$ cat config.mk
export PLATFORM = sky130hd
export DESIGN_NAME = arc_path_bounding_box_core_flat
export DESIGN_NICKNAME = d
export VERILOG_FILES = /design/src/apbb_pkg.sv /design/src/apbb_if.sv /design/src/apbb_isqrt.sv /design/src/apbb_box.sv /design/src/arc_path_bounding_box_core.sv /design/src/flat_wrapper.sv
export SDC_FILE = /design/constraint.sdc
export NUM_CORES = 2
export LEC_CHECK = 0
export ABC_AREA = 0
export BUFFER_PORTS_ARGS = -buffer_cell sky130_fd_sc_hd__buf_4
export CORE_ASPECT_RATIO = 1.4
export CORE_UTILIZATION = 25
export DETAILED_ROUTE_END_ITERATION = 8
export GPL_TIMING_DRIVEN = 0
export HOLD_SLACK_MARGIN = 0.08
export SLEW_MARGIN = 10
export SYNTH_ARGS = -nofsm -noshare
export SYNTH_HDL_FRONTEND = slang
export SYNTH_HIERARCHICAL = 1
export SYNTH_SLANG_ARGS = --single-unit
$ cat constraint.sdc
create_clock -name clk_i -period 20.7 [get_ports clk_i]
set_input_delay 4.14 -clock clk_i [delete_from_list [all_inputs] [get_ports clk_i]]
set_output_delay 4.14 -clock clk_i [all_outputs]
set_load 0.01 [all_outputs]
$ cat src/apbb_pkg.sv
// Shared types and constants of the arc path bounding box block.
`default_nettype none

package apbb_pkg;

  localparam int unsigned CoordW = 32;
  localparam int unsigned OffsW  = 31;
  localparam int unsigned SqW    = 2 * OffsW;
  localparam int unsigned RootW  = OffsW;
  localparam int unsigned AngW   = 18;

  typedef logic signed [CoordW-1:0] coord_t;
  typedef logic signed [AngW-1:0]   angle_t;

  // Segment kind codes; the unused code behaves like a straight line.
  localparam logic [1:0] KIND_LINE = 2'd0;
  localparam logic [1:0] KIND_CW   = 2'd1;
  localparam logic [1:0] KIND_CCW  = 2'd2;

  // Angles in 1/64 degree.
  localparam angle_t ANG_0    = 18'sd0;
  localparam angle_t ANG_90   = 18'sd5760;
  localparam angle_t ANG_180  = 18'sd11520;
  localparam angle_t ANG_270  = 18'sd17280;
  localparam angle_t ANG_360  = 18'sd23040;
  localparam angle_t ANG_450  = 18'sd28800;
  localparam angle_t ANG_540  = 18'sd34560;
  localparam angle_t ANG_630  = 18'sd40320;
  localparam angle_t ANG_M90  = -18'sd5760;
  localparam angle_t ANG_M180 = -18'sd11520;
  localparam angle_t ANG_M270 = -18'sd17280;

  typedef struct packed {
    coord_t min_x;
    coord_t min_y;
    coord_t max_x;
    coord_t max_y;
  } box_t;

  typedef struct packed {
    logic   load;
    logic   merge;
    coord_t load_x;
    coord_t load_y;
    coord_t pt_x;
    coord_t pt_y;
  } box_cmd_t;

endpackage

`default_nettype wire

$ cat src/apbb_if.sv
// Valid/ready channel interfaces for segments in and boxes out.
`default_nettype none

interface apbb_seg_if;
  logic               valid;
  logic               ready;
  logic               first_segment;
  logic signed [31:0] start_x;
  logic signed [31:0] start_y;
  logic signed [31:0] end_x;
  logic signed [31:0] end_y;
  logic        [1:0]  segment_kind;
  logic signed [31:0] center_x;
  logic signed [31:0] center_y;
  logic signed [30:0] offset_i;
  logic signed [30:0] offset_j;
  logic        [14:0] begin_angle;
  logic signed [15:0] sweep_angle;

  modport source (
    output valid, first_segment, start_x, start_y, end_x, end_y, segment_kind,
           center_x, center_y, offset_i, offset_j, begin_angle, sweep_angle,
    input  ready
  );
  modport sink (
    input  valid, first_segment, start_x, start_y, end_x, end_y, segment_kind,
           center_x, center_y, offset_i, offset_j, begin_angle, sweep_angle,
    output ready
  );
endinterface

interface apbb_box_if;
  logic               valid;
  logic               ready;
  logic signed [31:0] box_min_x;
  logic signed [31:0] box_min_y;
  logic signed [31:0] box_max_x;
  logic signed [31:0] box_max_y;

  modport source (
    output valid, box_min_x, box_min_y, box_max_x, box_max_y,
    input  ready
  );
  modport sink (
    input  valid, box_min_x, box_min_y, box_max_x, box_max_y,
    output ready
  );
endinterface

`default_nettype wire

$ cat src/apbb_isqrt.sv
// Iterative integer square root, one result bit per cycle.
`default_nettype none

module apbb_isqrt (
  input  wire logic                      clk_i,
  input  wire logic                      rst_ni,
  input  wire logic                      start_i,
  input  wire logic [apbb_pkg::SqW-1:0]  radicand_i,
  output logic                           done_o,
  output logic [apbb_pkg::RootW-1:0]     root_o
);
  import apbb_pkg::*;

  localparam int unsigned RemW = RootW + 2;
  localparam int unsigned TryW = RemW + 2;
  localparam int unsigned CntW = $clog2(RootW);

  logic [SqW-1:0]   rad_q, rad_d;
  logic [RemW-1:0]  rem_q, rem_d;
  logic [RootW-1:0] root_q, root_d;
  logic [CntW-1:0]  cnt_q, cnt_d;
  logic             busy_q, busy_d;
  logic             done_q, done_d;

  logic [TryW-1:0] rem_sh;
  logic [TryW-1:0] trial;
  logic [TryW-1:0] diff;

  always_comb begin
    rem_sh = {rem_q, rad_q[SqW-1 -: 2]};
    trial  = {2'b00, root_q, 2'b01};
    diff   = rem_sh - trial;

    rad_d  = rad_q;
    rem_d  = rem_q;
    root_d = root_q;
    cnt_d  = cnt_q;
    busy_d = busy_q;
    done_d = 1'b0;

    if (start_i) begin
      rad_d  = radicand_i;
      rem_d  = '0;
      root_d = '0;
      cnt_d  = CntW'(RootW - 1);
      busy_d = 1'b1;
    end else if (busy_q) begin
      rad_d = {rad_q[SqW-3:0], 2'b00};
      if (rem_sh >= trial) begin
        rem_d  = diff[RemW-1:0];
        root_d = {root_q[RootW-2:0], 1'b1};
      end else begin
        rem_d  = rem_sh[RemW-1:0];
        root_d = {root_q[RootW-2:0], 1'b0};
      end
      if (cnt_q == '0) begin
        busy_d = 1'b0;
        done_d = 1'b1;
      end else begin
        cnt_d = cnt_q - 1'b1;
      end
    end
  end

  always_ff @(posedge clk_i or negedge rst_ni) begin
    if (!rst_ni) begin
      busy_q <= 1'b0;
      done_q <= 1'b0;
      cnt_q  <= '0;
    end else begin
      busy_q <= busy_d;
      done_q <= done_d;
      cnt_q  <= cnt_d;
    end
  end

  always_ff @(posedge clk_i) begin
    rad_q  <= rad_d;
    rem_q  <= rem_d;
    root_q <= root_d;
  end

  assign done_o = done_q;
  assign root_o = root_q;

endmodule

`default_nettype wire

$ cat src/apbb_box.sv
// Running bounding box registers with reload and point merge.
`default_nettype none

module apbb_box (
  input  wire logic               clk_i,
  input  wire logic               rst_ni,
  input  wire apbb_pkg::box_cmd_t cmd_i,
  output apbb_pkg::box_t          box_o
);
  import apbb_pkg::*;

  box_t box_q, box_d, base;

  always_comb begin
    base = box_q;
    if (cmd_i.load) begin
      base.min_x = cmd_i.load_x;
      base.max_x = cmd_i.load_x;
      base.min_y = cmd_i.load_y;
      base.max_y = cmd_i.load_y;
    end
    box_d = base;
    if (cmd_i.merge) begin
      if (cmd_i.pt_x < base.min_x) box_d.min_x = cmd_i.pt_x;
      if (cmd_i.pt_y < base.min_y) box_d.min_y = cmd_i.pt_y;
      if (cmd_i.pt_x > base.max_x) box_d.max_x = cmd_i.pt_x;
      if (cmd_i.pt_y > base.max_y) box_d.max_y = cmd_i.pt_y;
    end
  end

  always_ff @(posedge clk_i or negedge rst_ni) begin
    if (!rst_ni) begin
      box_q <= '0;
    end else begin
      box_q <= box_d;
    end
  end

  assign box_o = box_q;

endmodule

`default_nettype wire

$ cat src/arc_path_bounding_box_core.sv
// Top level of the arc path bounding box block: sequencer and shared datapath.
//
// Usage: one path segment is taken per transaction on seg_i and one box
// (least and greatest x and y, signed Q20.12) is given per segment on box_o.
// seg_i.ready is high only while the sequencer is idle; one segment is worked
// on at a time.
// A straight line passes through capture, start reload and end point merge,
// and result load on its way from acceptance to the box on box_o. For an arc, the
// shared 31 x 31 multiplier squares the two centre offsets one after the
// other, the iterative square root unit then gives one radius bit per cycle,
// and the shared saturating adder forms one quadrant extreme point per cycle
// for the four quadrants before the result is loaded.
// The result sits in an output register, so the next segment is taken while a
// box waits; if the receiver stalls with a box still pending, the sequencer
// holds the finished box until the output register frees.
// Reset clears the running box to zero and empties the output register.
`default_nettype none

module arc_path_bounding_box_core (
  input  wire logic   clk_i,
  input  wire logic   rst_ni,
  apbb_seg_if.sink    seg_i,
  apbb_box_if.source  box_o
);
  import apbb_pkg::*;

  typedef enum logic [6:0] {
    ST_IDLE  = 7'b0000001,
    ST_MERGE = 7'b0000010,
    ST_SQ_I  = 7'b0000100,
    ST_SQ_J  = 7'b0001000,
    ST_ROOT  = 7'b0010000,
    ST_POINT = 7'b0100000,
    ST_DONE  = 7'b1000000
  } state_e;

  localparam int unsigned SumW = CoordW + 2;

  state_e state_q, state_d;

  // Captured segment.
  logic             first_q;
  logic             arc_q;
  logic [3:0]       flags_q;
  coord_t           sx_q, sy_q, ex_q, ey_q, cx_q, cy_q;
  logic [OffsW-1:0] ai_q, aj_q;
  logic [SqW-1:0]   sq_q;
  logic [1:0]       pt_q;

  // Output register.
  logic out_valid_q, out_valid_d;
  box_t out_box_q;

  logic       seg_fire;
  logic       out_fire;
  logic       out_free;
  angle_t     ang_b, ang_e;
  logic [3:0] flags_cw, flags_ccw, flags_new;
  logic       arc_new;
  logic [OffsW-1:0] abs_i, abs_j;

  logic [OffsW-1:0] mul_a;
  logic [SqW-1:0]   prod;

  logic             sq_start;
  logic             sq_done;
  logic [RootW-1:0] root;

  logic signed [SumW-1:0] add_base, add_rad, add_sum;
  coord_t                 sat_val;

  box_cmd_t cmd;
  box_t     box_cur;

  assign seg_fire = seg_i.valid && seg_i.ready;
  assign out_fire = out_valid_q && box_o.ready;
  assign out_free = !out_valid_q || box_o.ready;
  assign seg_i.ready = (state_q == ST_IDLE);

  // Quadrant crossing tests on the exact end angle.
  always_comb begin
    ang_b = angle_t'({3'b000, seg_i.begin_angle});
    ang_e = ang_b + angle_t'(seg_i.sweep_angle);

    flags_cw[0] = (ang_e <= ANG_0);
    flags_cw[1] = (ang_b > ANG_90  && ang_e < ANG_90)  || (ang_e <= ANG_M270);
    flags_cw[2] = (ang_b > ANG_180 && ang_e < ANG_180) || (ang_e <= ANG_M180);
    flags_cw[3] = (ang_b > ANG_270 && ang_e < ANG_270) || (ang_e <= ANG_M90);

    flags_ccw[0] = (ang_e >= ANG_360);
    flags_ccw[1] = (ang_b < ANG_90  && ang_e > ANG_90)  || (ang_e >= ANG_450);
    flags_ccw[2] = (ang_b < ANG_180 && ang_e > ANG_180) || (ang_e >= ANG_540);
    flags_ccw[3] = (ang_b < ANG_270 && ang_e > ANG_270) || (ang_e >= ANG_630);

    arc_new   = (seg_i.segment_kind == KIND_CW) || (seg_i.segment_kind == KIND_CCW);
    flags_new = (seg_i.segment_kind == KIND_CW) ? flags_cw : flags_ccw;

    abs_i = seg_i.offset_i[OffsW-1] ? OffsW'(-seg_i.offset_i) : OffsW'(seg_i.offset_i);
    abs_j = seg_i.offset_j[OffsW-1] ? OffsW'(-seg_i.offset_j) : OffsW'(seg_i.offset_j);
  end

  // Shared multiplier squares one offset per cycle.
  assign mul_a    = (state_q == ST_SQ_I) ? ai_q : aj_q;
  assign prod     = SqW'(mul_a) * SqW'(mul_a);
  assign sq_start = (state_q == ST_SQ_J);

  apbb_isqrt u_isqrt (
    .clk_i      (clk_i),
    .rst_ni     (rst_ni),
    .start_i    (sq_start),
    .radicand_i (sq_q + prod),
    .done_o     (sq_done),
    .root_o     (root)
  );

  // Shared saturating adder: quadrant k gives centre plus or minus radius.
  always_comb begin
    add_base = pt_q[0] ? SumW'(cy_q) : SumW'(cx_q);
    add_rad  = SumW'({1'b0, root});
    add_sum  = pt_q[1] ? (add_base - add_rad) : (add_base + add_rad);
    if (add_sum > SumW'(coord_t'({1'b0, {(CoordW-1){1'b1}}}))) begin
      sat_val = {1'b0, {(CoordW-1){1'b1}}};
    end else if (add_sum < SumW'(coord_t'({1'b1, {(CoordW-1){1'b0}}}))) begin
      sat_val = {1'b1, {(CoordW-1){1'b0}}};
    end else begin
      sat_val = add_sum[CoordW-1:0];
    end
  end

  always_comb begin
    cmd.load   = 1'b0;
    cmd.merge  = 1'b0;
    cmd.load_x = sx_q;
    cmd.load_y = sy_q;
    cmd.pt_x   = ex_q;
    cmd.pt_y   = ey_q;
    case (state_q)
      ST_MERGE: begin
        cmd.load  = first_q;
        cmd.merge = 1'b1;
      end
      ST_POINT: begin
        cmd.merge = flags_q[pt_q];
        cmd.pt_x  = pt_q[0] ? cx_q : sat_val;
        cmd.pt_y  = pt_q[0] ? sat_val : cy_q;
      end
      default: begin
      end
    endcase
  end

  apbb_box u_box (
    .clk_i  (clk_i),
    .rst_ni (rst_ni),
    .cmd_i  (cmd),
    .box_o  (box_cur)
  );

  always_comb begin
    state_d     = state_q;
    out_valid_d = out_valid_q && !out_fire;
    case (state_q)
      ST_IDLE: begin
        if (seg_fire) state_d = ST_MERGE;
      end
      ST_MERGE: begin
        state_d = arc_q ? ST_SQ_I : ST_DONE;
      end
      ST_SQ_I: begin
        state_d = ST_SQ_J;
      end
      ST_SQ_J: begin
        state_d = ST_ROOT;
      end
      ST_ROOT: begin
        if (sq_done) state_d = ST_POINT;
      end
      ST_POINT: begin
        if (pt_q == 2'd3) state_d = ST_DONE;
      end
      ST_DONE: begin
        if (out_free) begin
          out_valid_d = 1'b1;
          state_d     = ST_IDLE;
        end
      end
      default: begin
        state_d = ST_IDLE;
      end
    endcase
  end

  always_ff @(posedge clk_i or negedge rst_ni) begin
    if (!rst_ni) begin
      state_q     <= ST_IDLE;
      out_valid_q <= 1'b0;
      pt_q        <= '0;
    end else begin
      state_q     <= state_d;
      out_valid_q <= out_valid_d;
      if (state_q == ST_POINT) begin
        pt_q <= pt_q + 1'b1;
      end else begin
        pt_q <= '0;
      end
    end
  end

  always_ff @(posedge clk_i) begin
    if (seg_fire) begin
      first_q <= seg_i.first_segment;
      arc_q   <= arc_new;
      flags_q <= flags_new;
      sx_q    <= seg_i.start_x;
      sy_q    <= seg_i.start_y;
      ex_q    <= seg_i.end_x;
      ey_q    <= seg_i.end_y;
      cx_q    <= seg_i.center_x;
      cy_q    <= seg_i.center_y;
      ai_q    <= abs_i;
      aj_q    <= abs_j;
    end
    if (state_q == ST_SQ_I) begin
      sq_q <= prod;
    end
    if (state_q == ST_DONE && out_free) begin
      out_box_q <= box_cur;
    end
  end

  assign box_o.valid     = out_valid_q;
  assign box_o.box_min_x = out_box_q.min_x;
  assign box_o.box_min_y = out_box_q.min_y;
  assign box_o.box_max_x = out_box_q.max_x;
  assign box_o.box_max_y = out_box_q.max_y;

endmodule

`default_nettype wire
$ cat src/flat_wrapper.sv
// flat-port wrapper written by rule: the top's interface ports become plain ports
module arc_path_bounding_box_core_flat import apbb_pkg::*;
  (clk_i, rst_ni, seg_i_valid, seg_i_first_segment, seg_i_start_x, seg_i_start_y, seg_i_end_x, seg_i_end_y, seg_i_segment_kind, seg_i_center_x, seg_i_center_y, seg_i_offset_i, seg_i_offset_j, seg_i_begin_angle, seg_i_sweep_angle, seg_i_ready, box_o_valid, box_o_box_min_x, box_o_box_min_y, box_o_box_max_x, box_o_box_max_y, box_o_ready);
  apbb_seg_if seg_i_i ();
  apbb_box_if box_o_i ();
  input  wire logic clk_i;
  input  wire logic rst_ni;
  input wire logic [$bits(seg_i_i.valid)-1:0] seg_i_valid;
  input wire logic [$bits(seg_i_i.first_segment)-1:0] seg_i_first_segment;
  input wire logic [$bits(seg_i_i.start_x)-1:0] seg_i_start_x;
  input wire logic [$bits(seg_i_i.start_y)-1:0] seg_i_start_y;
  input wire logic [$bits(seg_i_i.end_x)-1:0] seg_i_end_x;
  input wire logic [$bits(seg_i_i.end_y)-1:0] seg_i_end_y;
  input wire logic [$bits(seg_i_i.segment_kind)-1:0] seg_i_segment_kind;
  input wire logic [$bits(seg_i_i.center_x)-1:0] seg_i_center_x;
  input wire logic [$bits(seg_i_i.center_y)-1:0] seg_i_center_y;
  input wire logic [$bits(seg_i_i.offset_i)-1:0] seg_i_offset_i;
  input wire logic [$bits(seg_i_i.offset_j)-1:0] seg_i_offset_j;
  input wire logic [$bits(seg_i_i.begin_angle)-1:0] seg_i_begin_angle;
  input wire logic [$bits(seg_i_i.sweep_angle)-1:0] seg_i_sweep_angle;
  output wire logic [$bits(seg_i_i.ready)-1:0] seg_i_ready;
  output wire logic [$bits(box_o_i.valid)-1:0] box_o_valid;
  output wire logic [$bits(box_o_i.box_min_x)-1:0] box_o_box_min_x;
  output wire logic [$bits(box_o_i.box_min_y)-1:0] box_o_box_min_y;
  output wire logic [$bits(box_o_i.box_max_x)-1:0] box_o_box_max_x;
  output wire logic [$bits(box_o_i.box_max_y)-1:0] box_o_box_max_y;
  input wire logic [$bits(box_o_i.ready)-1:0] box_o_ready;
  assign seg_i_i.valid = seg_i_valid;
  assign seg_i_i.first_segment = seg_i_first_segment;
  assign seg_i_i.start_x = seg_i_start_x;
  assign seg_i_i.start_y = seg_i_start_y;
  assign seg_i_i.end_x = seg_i_end_x;
  assign seg_i_i.end_y = seg_i_end_y;
  assign seg_i_i.segment_kind = seg_i_segment_kind;
  assign seg_i_i.center_x = seg_i_center_x;
  assign seg_i_i.center_y = seg_i_center_y;
  assign seg_i_i.offset_i = seg_i_offset_i;
  assign seg_i_i.offset_j = seg_i_offset_j;
  assign seg_i_i.begin_angle = seg_i_begin_angle;
  assign seg_i_i.sweep_angle = seg_i_sweep_angle;
  assign seg_i_ready = seg_i_i.ready;
  assign box_o_valid = box_o_i.valid;
  assign box_o_box_min_x = box_o_i.box_min_x;
  assign box_o_box_min_y = box_o_i.box_min_y;
  assign box_o_box_max_x = box_o_i.box_max_x;
  assign box_o_box_max_y = box_o_i.box_max_y;
  assign box_o_i.ready = box_o_ready;
  arc_path_bounding_box_core u_core (.clk_i(clk_i), .rst_ni(rst_ni), .seg_i(seg_i_i), .box_o(box_o_i));
endmodule
==> metrics <==
clk_lat worst skew=slightly above 0.7 ns; number of fillers in the final layout=a little under 30k; Synth cell types=~110; syn_area_per_cell=between 10 and 15 um2; Period Utilization, post-route=between 70% and 80%; Clock Tree Buf Depth=3; crit path max-delay cell type=clkinv_1; Top FF cell, synth=edfxtp_1; first-pass GRT wire length=376 mm; gr busiest metal=met2; post-CTS sizing=0; fmax=roughly 62 MHz; pre-CTS setup slack=4.69 ns; total track usage=between 10% and 20%; fin worst setup slack=4.50 ns; number of global-route vias before repair=roughly 58k; post-synth net total=around 8.6k; final hold slack=around 0.44 ns; # IOs=422; TritonCTS Sinks=approximately 700; root buffer cell=clkbuf_16; Hold Fails Final Rpt=0; Nets=roughly 9k; post-synth top area share=around 22%; core area=279000 um2; IO buf count=between 400 and 500; RSZ-0062 raised after global routing=no; die area=approximately 280000 um2; Final Skew=0.0731 ns; Worst Setup End Kind=flop; Critical Path RT=approximately 21 ns; Yosys warnings=6; CP arrival=16.61 ns; vias per cell=between 4 and 5; met2 usage=30.6%; # Post-CTS Setup Buffers=0; Tmin final=between 15 and 20 ns; Critical Path Max Stage Delay=0.95 ns; Hold/Removal Path Class=reg2reg; drt first pass iters=8; Die Wd=450 um; Slew HR=between 5 and 6%; CP max FO=10; #FFs+latches synth=720; crit path kind=reg2reg; ANT nets after route=0; Least-Margin Pin Slew=between 1 and 1.5 ns; pin count of the biggest net entering global routing=84; WL/cell=22.8 um; met3 GRT Util=2.76%; CTS tree=done; Core Rows=around 230; Final Max Tran Viols=0; DP Wirelength=between 200 and 250 mm; top-count cell post-synth=inv_1; Die H=~630 um; H-tree levels=3; Worst-path clk slew=roughly 0.070 ns; Synth top cells by count=inv_1, fa_1, nor2_1; layout cells sized above 1=a little under an eighth; CP Launch Type=flop; grt ovf=0; Seq/Total Area, Yosys=between 20% and 30%; total number of vias=about 56k; Post-Synthesis Cell Area=between 70000 and 80000 um2; GRT met1 Usage=between 10% and 20%; drc violations=0; status=finished clean; hold buffer count at CTS=0; cells after synthesis=about 7.0k; P&R area growth vs syn=16.0%; routability cong.=1.01; CTS buffer count=84; Synth async-reset ratio=around a fifth; total routed wirelength=257 mm; Synth area leaders=edfxtp_1, fa_1, ha_1, inv_1, dfrtp_1; cell mode on critical path=fa_1; Post-synth EDFFs=511; Initial Util=between 20% and 30%; setup TNS=0 ns; initial antenna violation count=5; DR iter-0 viols=4280; final setup fails=0; maxcap violations=0; Synth area leader=edfxtp_1
[layer usage]
metal | vias up | share of wire [%]
met5 | - | 0.012
met4 | 4 | 8.1
met3 | 609 | 6.3
met2 | 2615 | 49
met1 | 27777 | 37
li1 | 25148 | -
[registers in the layout (all words and copies together), names as in the netlist, 7 cells and up]
register,flops
u_core/sy_q,32
u_core/u_isqrt/root_o,31
u_core/cy_q,32
u_core/sq_q,61
u_core/box_o.box_max_x,32
u_core/cx_q,32
u_core/ey_q,32
u_core/state_q,7
u_core/ai_q,31
u_core/u_box/box_o,128
u_core/u_isqrt/rad_q,62
u_core/box_o.box_min_y,32
u_core/box_o.box_max_y,32
u_core/box_o.box_min_x,32
u_core/sx_q,32
u_core/ex_q,32
u_core/aj_q,31
u_core/u_isqrt/rem_q,33
[worst paths after layout]
check,from,to,slack (ns),cells after the start
min,u_core/u_box/box_o[87],u_core/box_o.box_min_y[23],0.44,0
max,u_core/state_q[6],u_core/u_isqrt/rad_q[59],4.50,46
min reg2reg,u_core/u_box/box_o[87],u_core/box_o.box_min_y[23],0.44,0
max in group asynchronous,rst_ni,u_core/u_box/box_o[70],16.31,2
max reg2reg,u_core/state_q[6],u_core/u_isqrt/rad_q[59],4.50,46
min in group asynchronous,rst_ni,u_core/u_box/box_o[59],3.39,1
[cell type report]
cell class              count  area (um2)  area share [%]
diodes                      5        12.5          0.0154
plain buffers             319        1320            1.63
clock buffers             100        2220            2.73
clock inverters            56         741           0.909
inverters                1087        4080            5.01
multi-input cells        4876       44600            54.8
flip-flops and latches    720       20300            24.9
well taps                3696        4620            5.68
repair buffers            447        3570            4.39
[worst max-delay path: cells and delay by family (launching register included)]
family          cells  cell delay, ns
mux                 2            1.07
fa+ha+maj          10            4.52
compound gates     10            2.15
flops               1            0.40
simple gates       10            3.56
xor+xnor            2            0.34
buf+inv            12            3.88
[stage by stage]
stage               instance area (um2)  instances  utilization, %
global route                      81500      11302            29.2
CTS                               81400      11301            29.2
floorplan                         70200       7002               -
finish                            81500      11306            29.2
detailed placement                78500      11145            28.2
global placement                  78000      11119            28.0
[layout by cell type (no fill, tap or decap), types with 45 or more instances in the layout]
cell type / netlist / final
inv_1: 1076 / 1075
fa_1: 751 / 751
nor2_1: 559 / 559
ha_1: 533 / 533
edfxtp_1: 511 / 511
nand2_1: 481 / 481
buf_4: 9 / 438
a21oi_1: 303 / 303
clkbuf_1: 243 / 253
xnor2_1: 198 / 198
o21ai_0: 213 / 194
mux2i_1: 201 / 189
mux2_2: 146 / 146
a21o_1: 146 / 146
dfrtp_1: 144 / 144
nand3_1: 132 / 132
nor4_1: 121 / 120
nor3_1: 94 / 94
clkbuf_16: 0 / 85
xor2_1: 79 / 79
and3_1: 76 / 76
a2111oi_0: 73 / 72
dfxtp_1: 64 / 64
nand4_1: 63 / 63
a211oi_1: 46 / 46
o41ai_1: 45 / 45
[logic make-up (layout without fill, tap and decap cells)]
| family | after synthesis | count (layout) | share of synthesized area, % |
|---|---|---|---|
| mux | 348 | 348 | 5.24 |
| simple gates | 1759 | 1759 | 11.9 |
| xor+xnor | 277 | 277 | 3.46 |
| flops | 720 | 720 | 28.8 |
| compound gates | 1208 | 1208 | 11.9 |
| fa+ha+maj | 1284 | 1284 | 30.9 |
| buf+inv | 1406 | 2009 | 7.69 |
| other cells | 0 | 5 | 0 |
Power is not shown: default switching activity piles up to over one toggle a cycle in this logic, so the estimate is an artifact.
